===== config.mk =====
export PLATFORM = sky130hd
export DESIGN_NAME = tlca_ctrl
export DESIGN_NICKNAME = d
export VERILOG_FILES = /design/src/hdl/tlca_pkg.sv /design/src/hdl/tlca_ctrl.sv
export SDC_FILE = /design/constraint.sdc
export NUM_CORES = 1
export LEC_CHECK = 0
export BUFFER_PORTS_ARGS = -buffer_cell sky130_fd_sc_hd__buf_2
export CAP_MARGIN = 25
export CELL_PAD_IN_SITES_DETAIL_PLACEMENT = 0
export CELL_PAD_IN_SITES_GLOBAL_PLACEMENT = 1
export CORE_ASPECT_RATIO = 1.5
export CORE_UTILIZATION = 39
export CTS_CLUSTER_DIAMETER = 30
export CTS_CLUSTER_SIZE = 16
export DETAILED_ROUTE_END_ITERATION = 10
export MAX_ROUTING_LAYER = met4
export PLACE_DENSITY = 0.85
export SKIP_CTS_REPAIR_TIMING = 1
export SLEW_MARGIN = 20
export SYNTH_ARGS = -nofsm -noshare
export SYNTH_HDL_FRONTEND = slang
export SYNTH_SLANG_ARGS = --single-unit

===== constraint.sdc =====
create_clock -name clk -period 1.9 [get_ports clk]
set_input_delay 0.38 -clock clk [delete_from_list [all_inputs] [get_ports clk]]
set_output_delay 0.38 -clock clk [all_outputs]
set_load 0.005 [all_outputs]

===== src/hdl/tlca_pkg.sv =====
// Shared types and constants for the binary-lifting common-ancestor block.
// Used by tlca_ctrl, tlca_datapath and tree_lca_binary_lifting.
package tlca_pkg;

	localparam int NODE_W          = 11;
	localparam int DEF_MAX_NODES   = 1024;
	localparam int DEF_LIFT_LEVELS = 11;
	localparam int S_DATA_W        = 24;
	localparam int M_DATA_W        = 16;

	localparam logic [NODE_W-1:0] ROOT_NODE = NODE_W'(1);

	typedef enum logic [4:0] {
		OP_NONE,
		OP_LOAD,
		OP_QLATCH,
		OP_B0_RD,
		OP_B0_WR,
		OP_BK_RD1,
		OP_BK_RD2,
		OP_BK_WR,
		OP_D_INIT,
		OP_D_RD,
		OP_D_STEP,
		OP_D_WR,
		OP_Q_SHORT,
		OP_Q_DA,
		OP_Q_DB,
		OP_Q_ORDER,
		OP_Q_LRD,
		OP_Q_LSTEP,
		OP_Q_EQ,
		OP_Q_RRD,
		OP_Q_RSTEP,
		OP_Q_FRD,
		OP_Q_FIN,
		OP_Q_OUT
	} dp_op_t;

	typedef struct packed {
		dp_op_t op;
	} dp_cmd_t;

	typedef struct packed {
		logic idx_last;
		logic lvl_last;
		logic k_zero;
		logic bad;
		logic eq;
	} dp_stat_t;

endpackage


===== src/hdl/tlca_ctrl.sv =====
// Controller state machine: sequences table build and queries.
// Drives tlca_datapath through dp_cmd_t; depends on tlca_pkg.
module tlca_ctrl import tlca_pkg::*; (
	input  logic     clk,
	input  logic     arst_n,
	input  logic     in_valid,
	input  logic     in_mode,
	input  logic     in_last,
	output logic     in_ready,
	output logic     out_valid,
	input  logic     out_ready,
	input  dp_stat_t stat,
	output dp_cmd_t  cmd
);

	typedef enum logic [4:0] {
		S_IDLE, S_B0_RD, S_B0_WR, S_BK_RD1, S_BK_RD2, S_BK_WR,
		S_D_INIT, S_D_RD, S_D_STEP, S_D_WR,
		S_Q_CHK, S_Q_DB, S_Q_ORDER, S_Q_LRD, S_Q_LSTEP, S_Q_EQ,
		S_Q_RRD, S_Q_RSTEP, S_Q_FRD, S_Q_FIN, S_Q_OUT
	} state_t;

	state_t state_q;
	logic   built_q;
	logic   out_valid_q;
	logic   can_out;
	logic   accept;

	assign in_ready  = (state_q == S_IDLE);
	assign accept    = in_valid && in_ready;
	assign can_out   = !out_valid_q || out_ready;
	assign out_valid = out_valid_q;

	always_comb begin
		cmd.op = OP_NONE;
		unique case (state_q)
			S_IDLE:    if (in_valid) cmd.op = in_mode ? OP_QLATCH : OP_LOAD;
			S_B0_RD:   cmd.op = OP_B0_RD;
			S_B0_WR:   cmd.op = OP_B0_WR;
			S_BK_RD1:  cmd.op = OP_BK_RD1;
			S_BK_RD2:  cmd.op = OP_BK_RD2;
			S_BK_WR:   cmd.op = OP_BK_WR;
			S_D_INIT:  cmd.op = OP_D_INIT;
			S_D_RD:    cmd.op = OP_D_RD;
			S_D_STEP:  cmd.op = OP_D_STEP;
			S_D_WR:    cmd.op = OP_D_WR;
			S_Q_CHK:   cmd.op = (stat.bad || !built_q) ? OP_Q_SHORT : OP_Q_DA;
			S_Q_DB:    cmd.op = OP_Q_DB;
			S_Q_ORDER: cmd.op = OP_Q_ORDER;
			S_Q_LRD:   cmd.op = OP_Q_LRD;
			S_Q_LSTEP: cmd.op = OP_Q_LSTEP;
			S_Q_EQ:    cmd.op = OP_Q_EQ;
			S_Q_RRD:   cmd.op = OP_Q_RRD;
			S_Q_RSTEP: cmd.op = OP_Q_RSTEP;
			S_Q_FRD:   cmd.op = OP_Q_FRD;
			S_Q_FIN:   cmd.op = OP_Q_FIN;
			S_Q_OUT:   if (can_out) cmd.op = OP_Q_OUT;
			default:   cmd.op = OP_NONE;
		endcase
	end

	always_ff @(posedge clk or negedge arst_n) begin
		if (!arst_n) begin
			state_q     <= S_IDLE;
			built_q     <= 1'b0;
			out_valid_q <= 1'b0;
		end else begin
			// Raise valid on a new result, drop it once the old one transfers.
			if (state_q == S_Q_OUT && can_out) begin
				out_valid_q <= 1'b1;
			end else if (out_ready) begin
				out_valid_q <= 1'b0;
			end
			unique case (state_q)
				S_IDLE: begin
					if (accept) begin
						if (in_mode) begin
							state_q <= S_Q_CHK;
						end else if (in_last) begin
							state_q <= S_B0_RD;
						end else begin
							built_q <= 1'b0;
						end
					end
				end
				S_B0_RD:  state_q <= S_B0_WR;
				S_B0_WR:  state_q <= stat.idx_last ? S_BK_RD1 : S_B0_RD;
				S_BK_RD1: state_q <= S_BK_RD2;
				S_BK_RD2: state_q <= S_BK_WR;
				S_BK_WR: begin
					if (!stat.idx_last) begin
						state_q <= S_BK_RD1;
					end else begin
						state_q <= stat.lvl_last ? S_D_INIT : S_BK_RD1;
					end
				end
				S_D_INIT: state_q <= S_D_RD;
				S_D_RD:   state_q <= S_D_STEP;
				S_D_STEP: state_q <= stat.k_zero ? S_D_WR : S_D_RD;
				S_D_WR: begin
					if (stat.idx_last) begin
						built_q <= 1'b1;
						state_q <= S_IDLE;
					end else begin
						state_q <= S_D_INIT;
					end
				end
				S_Q_CHK:   state_q <= (stat.bad || !built_q) ? S_Q_OUT : S_Q_DB;
				S_Q_DB:    state_q <= S_Q_ORDER;
				S_Q_ORDER: state_q <= S_Q_LRD;
				S_Q_LRD:   state_q <= S_Q_LSTEP;
				S_Q_LSTEP: state_q <= stat.k_zero ? S_Q_EQ : S_Q_LRD;
				S_Q_EQ:    state_q <= stat.eq ? S_Q_OUT : S_Q_RRD;
				S_Q_RRD:   state_q <= S_Q_RSTEP;
				S_Q_RSTEP: state_q <= stat.k_zero ? S_Q_FRD : S_Q_RRD;
				S_Q_FRD:   state_q <= S_Q_FIN;
				S_Q_FIN:   state_q <= S_Q_OUT;
				S_Q_OUT: begin
					if (can_out) begin
						state_q <= S_IDLE;
					end
				end
				default: state_q <= S_IDLE;
			endcase
		end
	end

	a_query_enters_check: assert property (@(posedge clk) disable iff (!arst_n)
		(accept && in_mode) |=> (state_q == S_Q_CHK))
		else $error("query transfer did not start the range check");

	a_built_from_depth: assert property (@(posedge clk) disable iff (!arst_n)
		$rose(built_q) |-> ($past(state_q) == S_D_WR))
		else $error("table marked built outside the depth pass");

	a_result_from_out: assert property (@(posedge clk) disable iff (!arst_n)
		$rose(out_valid_q) |-> ($past(state_q) == S_Q_OUT))
		else $error("result raised outside the output state");

	a_load_clears_built: assert property (@(posedge clk) disable iff (!arst_n)
		(accept && !in_mode && !in_last) |=> !built_q)
		else $error("load without last entry left table marked built");

endmodule


**Word-level counts from Yosys, hierarchy flattened**

Index checks and enable logic that the tools add are counted.

- Bits in registers: 7
- Bits of input ports: 11
- Output and inout bits: 7
- Logic and storage cells: 66

- Equal/unequal tests: 26
- Muxes and demuxes: 26
- Reductions and logical operators: 11

Operators with widths:

| operator | number |
|---|---|
| one-hot mux 5 bit (21 select lines) | 2 |
| equality test 5 x 4 -> 1 bit (second input constant) | 8 |
| two-way mux 5 bit | 6 |
| equality test 5 bit (second input constant) | 5 |
| equality test 5 x 3 -> 1 bit (second input constant) | 4 |
| two-way mux 3 bit | 4 |
| equality test 5 x 2 -> 1 bit (second input constant) | 2 |
| two-way mux 2 bit | 5 |
| != test 2 bit (second input constant) | 4 |
| two-way mux 1 bit | 7 |
| equality test 5 x 1 -> 1 bit (second input constant) | 1 |
| zero test 5 bit | 1 |
| AND reduction 5 bit | 1 |
| two-way mux 4 bit | 1 |
| nonzero test 2 bit | 2 |
| != test 3 bit (second input constant) | 1 |
| AND reduction 3 bit | 1 |
| logical AND 1 bit | 2 |
| zero test 1 bit | 2 |
| logical OR 1 bit | 2 |
| != test 2 x 1 -> 1 bit (second input constant) | 1 |
| one-hot mux 1 bit (2 select lines) | 1 |

**Depth between registers and ports, before layout**

- Depth after elaboration: 4
- Gate-level depth with buffers: 6

**Least setup slack after synthesis**

No wires, ideal clock.

- Kind: register -> output
- From: reg state_q[3]
- To: out cmd[0] (netlist bit)
- Data arrival time: 1.174 ns
- Slack: 0.346 ns
- Cell stages (with the launch flop): 7
- Buffers on the path: 2
- Cells stage by stage: dfrtp_1 > buf_6 > buf_6 > nor2_2 > nand2_1 > o22a_1 > o211ai_1

RTL lines:

| what | RTL line | text |
|---|---|---|
| from (decl) | tlca_ctrl.sv:23 | `state_t state_q;` |
| from (signal assigned) | tlca_ctrl.sv:87 | `S_B0_WR: state_q <= stat.idx_last ? S_BK_RD1 : S_B0_RD;` |
| from (signal assigned) | tlca_ctrl.sv:94 | `state_q <= stat.lvl_last ? S_D_INIT : S_BK_RD1;` |
| from (signal assigned) | tlca_ctrl.sv:99 | `S_D_STEP: state_q <= stat.k_zero ? S_D_WR : S_D_RD;` |
| to (decl) | tlca_ctrl.sv:13 | `output dp_cmd_t cmd` |

==> Flow_metrics.wiki <==
{| class="wikitable"
! Metric !! Value
|-
| Outcome || complete, but fails checks
|-
| Failing checks || setup timing
|-
| Number of primary I/O pins || 18
|-
| Total standard cell area after synthesis || 928 um2
|-
| Diode insertion count for antenna repair || 0
|-
| Synthesized instance count || about 120
|-
| Mean area per synthesized cell || between 7 and 8 um2
|-
| Syn_nets || 129
|-
| Area growth from synthesis to final layout || 23.2%
|-
| Share of the cycle needed by the critical path after routing || 1.01
|-
| Classification of the worst setup path || flop to output pin
|-
| Initial core utilization || 0.416
|-
| Combined buffer and inverter count along the critical path || 1
|-
| Layout cells sized above 1 || 0.403
|-
| CP Launch Type || flop
|-
| Standard-cell rows || 21
|-
| All-layer global routing usage || 0.207
|-
| Final Non-Filler Cells || roughly 170
|-
| Clock network fraction of design power || 0.071
|-
| Proportion of register bits with asynchronous set or reset after synthesis || 1.00
|-
| Clock net sink count || 7
|-
| Number of DRC violations after detailed routing || 0
|-
| Worst setup EP type || output pin
|-
| # Max-Cap Violations || 0
|-
| Data required time of the critical path || 1.52 ns
|-
| Count of cell types in the netlist || 49
|-
| Setup ws final || -0.0138 ns
|-
| Pwr/cell area || between 1500 and 2000 nW/um2
|-
| TritonCTS clock tree || yes
|-
| Number of global-route vias before repair || 862
|-
| Gpl congestion || between 0.9 and 1
|-
| Drt wl/cell || around 16 um
|-
| Core area || between 2000 and 2500 um2
|-
| Time the final worst path needs with I/O delays and setup || 1.91 ns
|-
| DR iter-0 viols || 34
|-
| Ys flop type || sky130_fd_sc_hd__dfrtp_1
|-
| Worst reg2reg setup slack || 0.27 ns
|-
| Setup violation total in the final timing report || 1
|-
| Total detailed-routing wirelength || 2710 um
|-
| Setup TNS || -0.0138 ns
|-
| Die outline area || 2580 um2
|-
| Yosys warning count || 0
|-
| Master of the slowest instance on the critical path || sky130_fd_sc_hd__dfrtp_2
|-
| Root buffer selected by CTS || sky130_fd_sc_hd__clkbuf_4
|-
| DR vias || 1,052
|-
| Flop pwr share || 0.181
|-
| Die W || between 40 and 50 um
|-
| Clock edge transition at the registers on the reported setup and hold paths || 0.06 ns
|-
| Number of register bits inferred by synthesis || 7
|-
| Total number of nets in the final design || 156
|-
| Cell family with the largest share of critical-path delay || flip-flops
|-
| Max transition margin || 0.720
|-
| Number of buffers between clock root and the deepest sink || 2
|-
| Internal portion of total power || 1.03 mW
|-
| Antenna-violating nets left || 0
|-
| Total CTS buffers || 3
|-
| P_leak || 0.469 nW
|-
| Largest net degree at the start of global routing || 14
|-
| Via density per instance || 6.30
|-
| Clk_lat worst skew || 0.26 ns
|-
| Antenna violations before repair || 0
|-
| Number of filler instances in the final layout || 210
|-
| Peak per-stage delay on the critical path || 0.53 ns
|-
| Slew at the pin closest to its max-slew limit || 0.414 ns
|-
| Power share of the combinational group || 0.747
|-
| Overall die height || 61.8 um
|-
| Setup repair after global routing missed its margin || true
|-
| Wire length of the first global-routing pass || 3950 um
|-
| Drt pass-1 iters || 4
|-
| Clock skew || ~0.0015 ns
|-
| Peak supply drop || approximately 820 uV
|-
| Port Buffer Count || 17
|-
| Critical-path maximum fanout || 11
|-
| GRT overflow || 0
|-
| H-tree depth || 1
|-
| List of cells traversed by the critical path || nand2b_1 -> o21a_1 -> o22a_1 -> o211ai_1 -> buf_2
|-
| Endpoints failing hold || 0
|-
| Switching power share of the total || 0.488
|-
| Placed insts || about 160
|-
| Count of flip-flops with a built-in enable after synthesis || 0
|-
| Net Switching || 0.981 mW
|-
| Fmax || approximately 520 MHz
|-
| Crit path arrival time || 1.53 ns
|-
| Final Max Tran Viols || 0
|-
| Sequential fraction of the synthesis area || 0.189
|-
| Post-detailed-placement half-perimeter wirelength || ~1900 um
|-
| Worst hold path class || primary input to flop
|}
[cells by family (layout without fill, tap and decap cells)]
family | after synthesis | in the layout | share of synthesized area
DFF | 7 | 7 | 0.189
buffers and inverters | 14 | 40 | 0.115
muxes | 1 | 1 | 0.0108
xor gates and xnor gates | 2 | 2 | 0.0189
and+or+nand+nor | 47 | 47 | 0.323
AOI/OAI and AO/OA | 47 | 47 | 0.344
[per-layer routing]
metal / vias up / track usage / wire length [um]
met5: - / - / 0
li1: 494 / - / -
met3: 10 / 0.0145 / 111
met2: 39 / 0.328 / 1410
met4: 0 / 0.152 / 89
met1: 509 / 0.250 / 1090
[synthesized netlist by cell type (all sizes together), types with 2 or more instances]
library cell	count	area share
buf	12	0.11
a21oi	11	0.063
nor2	10	0.051
o21ai	9	0.049
nand2	8	0.032
dfrtp	7	0.19
nand2b	5	0.034
nor3b	5	0.051
a21boi	4	0.032
a31oi	4	0.027
nand3	3	0.016
o211ai	3	0.024
a21o	2	0.016
and2b	2	0.016
inv	2	0.0081
nand3b	2	0.016
nor3	2	0.016
nor4b	2	0.019
o21a	2	0.016
o221ai	2	0.019
o22a	2	0.019
or3	2	0.019
[power groups by stage]
stage | logic, mW | clock network [mW] | registers [mW]
2_1_floorplan | 1.13 | 0 | 0.245
4_1_cts | 1.32 | 0.149 | 0.355
3_5_place_dp | 1.30 | 0 | 0.357
6_report | 1.50 | 0.143 | 0.364
5_1_grt | 1.64 | 0.159 | 0.375
3_3_place_gp | 1.29 | 0 | 0.356
[flip-flops by register name, indices dropped and copies added (netlist names)]
| signal | flops |
|---|---|
| built_q | 1 |
| state_q | 5 |
| out_valid | 1 |
[tightest hold or removal path: stages]
cell and delay, ns:
sky130_fd_sc_hd__buf_2 0.12, sky130_fd_sc_hd__a31oi_1 0.08, sky130_fd_sc_hd__nor2_1 0.08
[final timing paths]
kind / from / cells past startpoint / endpoint
max: state_q[0] / 5 / cmd[0]
min: stat[4] / 3 / built_q
max reg2reg: state_q[0] / 5 / state_q[0]
min reg2reg: built_q / 2 / built_q
max in group asynchronous: arst_n / 2 / state_q[0]
min in group asynchronous: arst_n / 2 / state_q[1]
[cells in the final DEF (no fill, tap or decap), types with 2 or more instances in the layout]
master / synthesis / final
sky130_fd_sc_hd__buf_2: 4 / 18
sky130_fd_sc_hd__buf_4: 3 / 13
sky130_fd_sc_hd__a21oi_1: 10 / 8
sky130_fd_sc_hd__nand2_1: 8 / 7
sky130_fd_sc_hd__nor2_1: 8 / 7
sky130_fd_sc_hd__o21ai_0: 5 / 5
sky130_fd_sc_hd__nand2b_1: 5 / 5
sky130_fd_sc_hd__dfrtp_2: 0 / 5
sky130_fd_sc_hd__a31oi_1: 4 / 4
sky130_fd_sc_hd__o21ai_1: 4 / 4
sky130_fd_sc_hd__a21oi_2: 1 / 3
sky130_fd_sc_hd__o211ai_1: 3 / 3
sky130_fd_sc_hd__nor3b_1: 3 / 3
sky130_fd_sc_hd__a21boi_1: 3 / 3
sky130_fd_sc_hd__nand3_1: 3 / 3
sky130_fd_sc_hd__clkbuf_4: 0 / 3
sky130_fd_sc_hd__nor3_2: 1 / 2
sky130_fd_sc_hd__inv_1: 2 / 2
sky130_fd_sc_hd__nor2_4: 1 / 2
sky130_fd_sc_hd__nand3b_1: 2 / 2
sky130_fd_sc_hd__o221ai_1: 2 / 2
sky130_fd_sc_hd__o21a_1: 2 / 2
sky130_fd_sc_hd__o22a_1: 2 / 2
sky130_fd_sc_hd__and2b_1: 2 / 2
sky130_fd_sc_hd__a21o_1: 2 / 2
sky130_fd_sc_hd__nor3b_2: 2 / 2
sky130_fd_sc_hd__dfrtp_1: 7 / 2
sky130_fd_sc_hd__buf_6: 5 / 2
[per-stage QoR]
step	utilization	cell area, um2	total power [mW]	hold slack (ns)	setup WS [ns]
finish	0.512	1140	2.01	0.436	-0.0138
global route	0.512	1140	2.18	0.482	-0.0949
CTS	0.468	1050	1.82	-0.0583	-0.143
detailed placement	0.456	1020	1.66	0.230	0.154
global placement	0.456	1020	1.65	0.228	0.154
floorplan	-	928	1.37	0.0844	0.346
[layout make-up]
cell class | count | area, um2 | share of cell area
inverter | 2 | 7.51 | 0.00656
clock buffer | 3 | 22.5 | 0.0197
timing repair buffer | 34 | 220 | 0.193
tap | 23 | 28.8 | 0.0252
clock inverter | 1 | 5.00 | 0.00438
sequential | 7 | 181 | 0.159
multi-input combinational | 97 | 678 | 0.593
No activity file was read; power rests on OpenSTA's default activity.
